### src/rtl/chull_ram.sv
`timescale 1ns / 1ps

module chull_ram #(
    parameter int WIDTH = 48,
    parameter int DEPTH = 64,
    localparam int AW   = $clog2(DEPTH)
) (
    input  logic             aclk,
    input  logic             we,
    input  logic [AW-1:0]    waddr,
    input  logic [WIDTH-1:0] wdata,
    input  logic [AW-1:0]    raddr,
    output logic [WIDTH-1:0] rdata
);

    logic [WIDTH-1:0] mem [DEPTH];

    always_ff @(posedge aclk) begin
        if (we) begin
            mem[waddr] <= wdata;
        end
        rdata <= mem[raddr];
    end

endmodule

### config.mk
export PLATFORM = sky130hd
export DESIGN_NAME = chull_ram
export DESIGN_NICKNAME = d
export VERILOG_FILES = /design/src/rtl/chull_ram.sv
export SDC_FILE = /design/constraint.sdc
export NUM_CORES = 2
export LEC_CHECK = 0
export BUFFER_PORTS_ARGS = -buffer_cell sky130_fd_sc_hd__buf_4
export CAP_MARGIN = 20
export CORE_MARGIN = 2
export CORE_UTILIZATION = 55
export CTS_CLUSTER_SIZE = 28
export DETAILED_ROUTE_END_ITERATION = 7
export GPL_TIMING_DRIVEN = 0
export HOLD_SLACK_MARGIN = 0.05
export PLACE_DENSITY = 0.82
export SYNTH_ARGS = -nofsm -noshare
export SYNTH_HDL_FRONTEND = slang
export SYNTH_SLANG_ARGS = --single-unit
### constraint.sdc
create_clock -name aclk -period 6.8 [get_ports aclk]
set_clock_uncertainty 0.05 [all_clocks]
set_input_delay 1.02 -clock aclk [delete_from_list [all_inputs] [get_ports aclk]]
set_output_delay 1.02 -clock aclk [all_outputs]
set_load 0.02 [all_outputs]
Word level (Yosys, flattened, before mapping)
Memory sizes are Yosys's and may differ from the RTL's. A register that Yosys moved wholly into a read port is not among the register bits.
Cells that the tools add are included.
- mux-type cells: 2
- operators by type and width (cell ; number):
    $mux 1 ; 2
- register bits: 0
- memory bits (writable): 3072
- input bits: 62
- output and inout port bits: 48
- word-level logic and storage cells: 3
- memories kept: 1
- memories (memory ; words ; width ; read ports ; clocked after memory_dff ; write ports ; RTL line ; source):
    mem ; 64 ; 48 ; 1 ; 1 ; 1 ; 16 ; logic [WIDTH-1:0] mem [DEPTH];

Longest topological paths before layout
- depth after elaboration: 2
- depth in mapped cells: 9
- gate-level depth less buffers: 5

Worst setup path after synthesis
Ideal clock, no wire load.
- path kind: input -> register
- start point: in waddr[3]
- end point: mem mem[48][0] (enable)
- library setup time: 0.513 ns
- arrival: 4.792 ns
- required time: 6.237 ns
- path slack: 1.445 ns
- stages: 4
- buffers on the path: 1
- cell sequence: clkbuf_1 -> nor2b_1 -> nand4b_1 -> nor3_1
- RTL lines (item ; RTL line ; source):
    start, declared ; 10 ; input logic [AW-1:0] waddr,
    end, declared ; 16 ;
No word-level cell before the write port.

==> flow_metrics.env <==
export IMPL_cts_root_buf="clkbuf_16"
export IMPL_via_per_inst=7.58
export IMPL_die_h_microns=465
export IMPL_final_nets=5588
export IMPL_hold_class="input port to register"
export IMPL_rsz0062_at_grt="false"
export IMPL_coreArea_sq_um=212000
export IMPL_worst_slew_pin_slew_ns=1.65
export IMPL_yosys_cell_types_count=36
export IMPL_startpoint_type="input port"
export IMPL_syn_area_per_cell_sq_um=23.6
export IMPL_cts_hold_buf=0
export IMPL_cts_max_level=5
export IMPL_setup_slack_ns=2.20
export IMPL_grtUsageMet2=0.536
export IMPL_track_usage=0.350
export IMPL_antenna_found_initial=21
export IMPL_clkLatencyLatePin_ns=0.99
export IMPL_cp_max_fo=10
export IMPL_stdcell_area_sq_um=134000
export IMPL_finalSetupViolCount=0
export IMPL_drtAntennaViolNets=0
export IMPL_synth_edf_count=3072
export IMPL_leakage_nw=41.8
export IMPL_async_flop_share=0
export IMPL_syn_inst=4970
export IMPL_io_pins=110
export IMPL_drtPass1Iterations=8
export IMPL_clkSinkCount=3120
export IMPL_placed_cell_area_sq_um=125000
export IMPL_drtIter0Drc=13800
export IMPL_layout_commonest_cell="edfxtp_1"
export IMPL_synthFlopType="edfxtp_1"
export IMPL_wire_per_inst_microns=44.3
export IMPL_portBuffers=101
export IMPL_rows=169
export IMPL_max_freq_mhz=218
export IMPL_post_cts_buffers=0
export IMPL_use_met1=0.421
export IMPL_violations="slew limit"
export IMPL_cts_buffers=304
export IMPL_fin_crit_sh=0.676
export IMPL_syn_num_nets=5032
export IMPL_die_w_microns=465
export IMPL_fin_util=0.633
export IMPL_routed_wl_mm=380
export IMPL_die_area_sq_um=217000
export IMPL_fin_crit_ns=4.60
export IMPL_clk_path_buf_depth=4
export IMPL_status="finished, violations left"
export IMPL_drive_above_1_share=0.289
export IMPL_seq_area_frac_synth=0.796
export IMPL_clk_transition_reported_paths_ns=0.07
export IMPL_grt_overflow=0
export IMPL_maxCapViolCount=0
export IMPL_gp_congestion=0.862
export IMPL_globalRouteMet3Util=0.120
export IMPL_slew_headroom=-0.0991
export IMPL_place_ws_ns=1.81
export IMPL_grt_max_degree=65
export IMPL_vias=65100
export IMPL_vdd_drop_max_uv=329
export IMPL_area_growth_pct=14.6
export IMPL_arrival_ns=5.22
export IMPL_dp_hpwl_mm=216
export IMPL_top_usage_layer="met2"
export IMPL_drv_slew=1
export IMPL_grt_pass1_wl_mm=518
export IMPL_endpoint_kind="register"
export IMPL_syn_area_sq_um=117000
export IMPL_final_hold_viol_count=0
export IMPL_initial_utilization=0.553
export IMPL_power_density_nw_per_um2=300
export IMPL_cts_tree="yes"
export IMPL_whs_ns=0.550
export IMPL_total_power_w=0.0402
export IMPL_worstSetupPathType="input port to register"
export IMPL_mostFrequentLayoutCells="edfxtp_1 (3072), mux4_2 (754), clkbuf_16 (315)"
export IMPL_drc=0
export IMPL_ctsResizeCount=0
export IMPL_critical_path_required_ns=7.42
export IMPL_nFillCells=12500
export IMPL_grt_pass1_vias=64900
export IMPL_synth_seq_cells=3120
export IMPL_synth_warnings=0
[state kept, by name (all words and copies together), names as in the netlist]
name   count
mem     3072
rdata     48
[worst paths after layout]
kind / startpoint / endpoint / slack (ns) / cells past startpoint
setup / recovery: raddr[3] / rdata[40] / 2.20 / 7
hold / removal: wdata[18] / mem[48][18] / 0.55 / 1
setup reg to reg: mem[46][40] / rdata[40] / 3.82 / 5
hold reg to reg: mem[35][16] / rdata[16] / 0.97 / 5
[kinds of logic after synthesis]
family	count (synthesis)	synth area share
DFF	3120	0.796
muxes	829	0.152
AOI/OAI and AO/OA	486	0.0302
buffers and inverters	282	0.0128
and+or+nand+nor	253	0.00957
[final cells by class]
cell class / count / area, sq um / area share
Antenna cell: 16 / 40.0 / 0.000298
Tap cell: 2821 / 3530 / 0.0263
Clock buffer: 388 / 8210 / 0.0612
Buffer: 282 / 1500 / 0.0112
Sequential cell: 3120 / 93200 / 0.695
Clock inverter: 133 / 1140 / 0.00852
Timing Repair Buffer: 250 / 3680 / 0.0274
Multi-Input combinational cell: 1568 / 22900 / 0.171
[layer usage]
layer	vias up	routed length [microns]
li1	22600	-
met1	32500	110000
met2	8007	174000
met3	1937	62200
met4	22	33600
met5	-	209
[Yosys cell counts, types with 4 or more instances]
| master | instances | area, sq um |
|---|---|---|
| nand2_1 | 55 | 206 |
| buf_4 | 62 | 465 |
| buf_2 | 98 | 490 |
| buf_6 | 11 | 124 |
| o22ai_1 | 122 | 763 |
| nand3b_1 | 5 | 37.5 |
| nor2_1 | 132 | 495 |
| a311oi_1 | 11 | 96.3 |
| nand2b_1 | 10 | 62.6 |
| a21oi_1 | 74 | 370 |
| a22o_1 | 57 | 499 |
| a31o_2 | 5 | 43.8 |
| mux2_2 | 12 | 135 |
| mux2i_1 | 63 | 631 |
| or3b_2 | 4 | 35.0 |
| nor2b_1 | 24 | 150 |
| o221ai_1 | 28 | 245 |
| a22oi_1 | 72 | 541 |
| edfxtp_1 | 3072 | 92200 |
| nand3_1 | 7 | 35.0 |
| clkbuf_1 | 98 | 368 |
| a221oi_1 | 83 | 727 |
| a211oi_1 | 32 | 240 |
| buf_1 | 12 | 45.0 |
| mux4_2 | 754 | 17000 |
| dfxtp_1 | 48 | 961 |
[metrics by stage]
step                cells  setup TNS, ns
floorplan            4970              0
CTS                  8556              0
global placement     7892        -892.22
finish               8578              0
global route         8565              0
detailed placement   8035              0
[critical path: stages]
cell and delay, ns:
buf_4 0.19, clkbuf_1 0.31, nor2b_1 0.37, buf_2 0.64
clkbuf_1 0.86, a221oi_1 0.39, a221oi_1 1.41
[where the power goes]
group | leakage, nW | internal, W | total [W] | switching (W)
sequential | 28.0 | 0.0213 | 0.0213 | 0.0000603
combinational | 9.19 | 0.000737 | 0.00234 | 0.00160
clock | 4.55 | 0.00927 | 0.0166 | 0.00729
total | 41.8 | 0.0313 | 0.0402 | 0.00895
No activity file was read; power rests on OpenSTA's default activity.
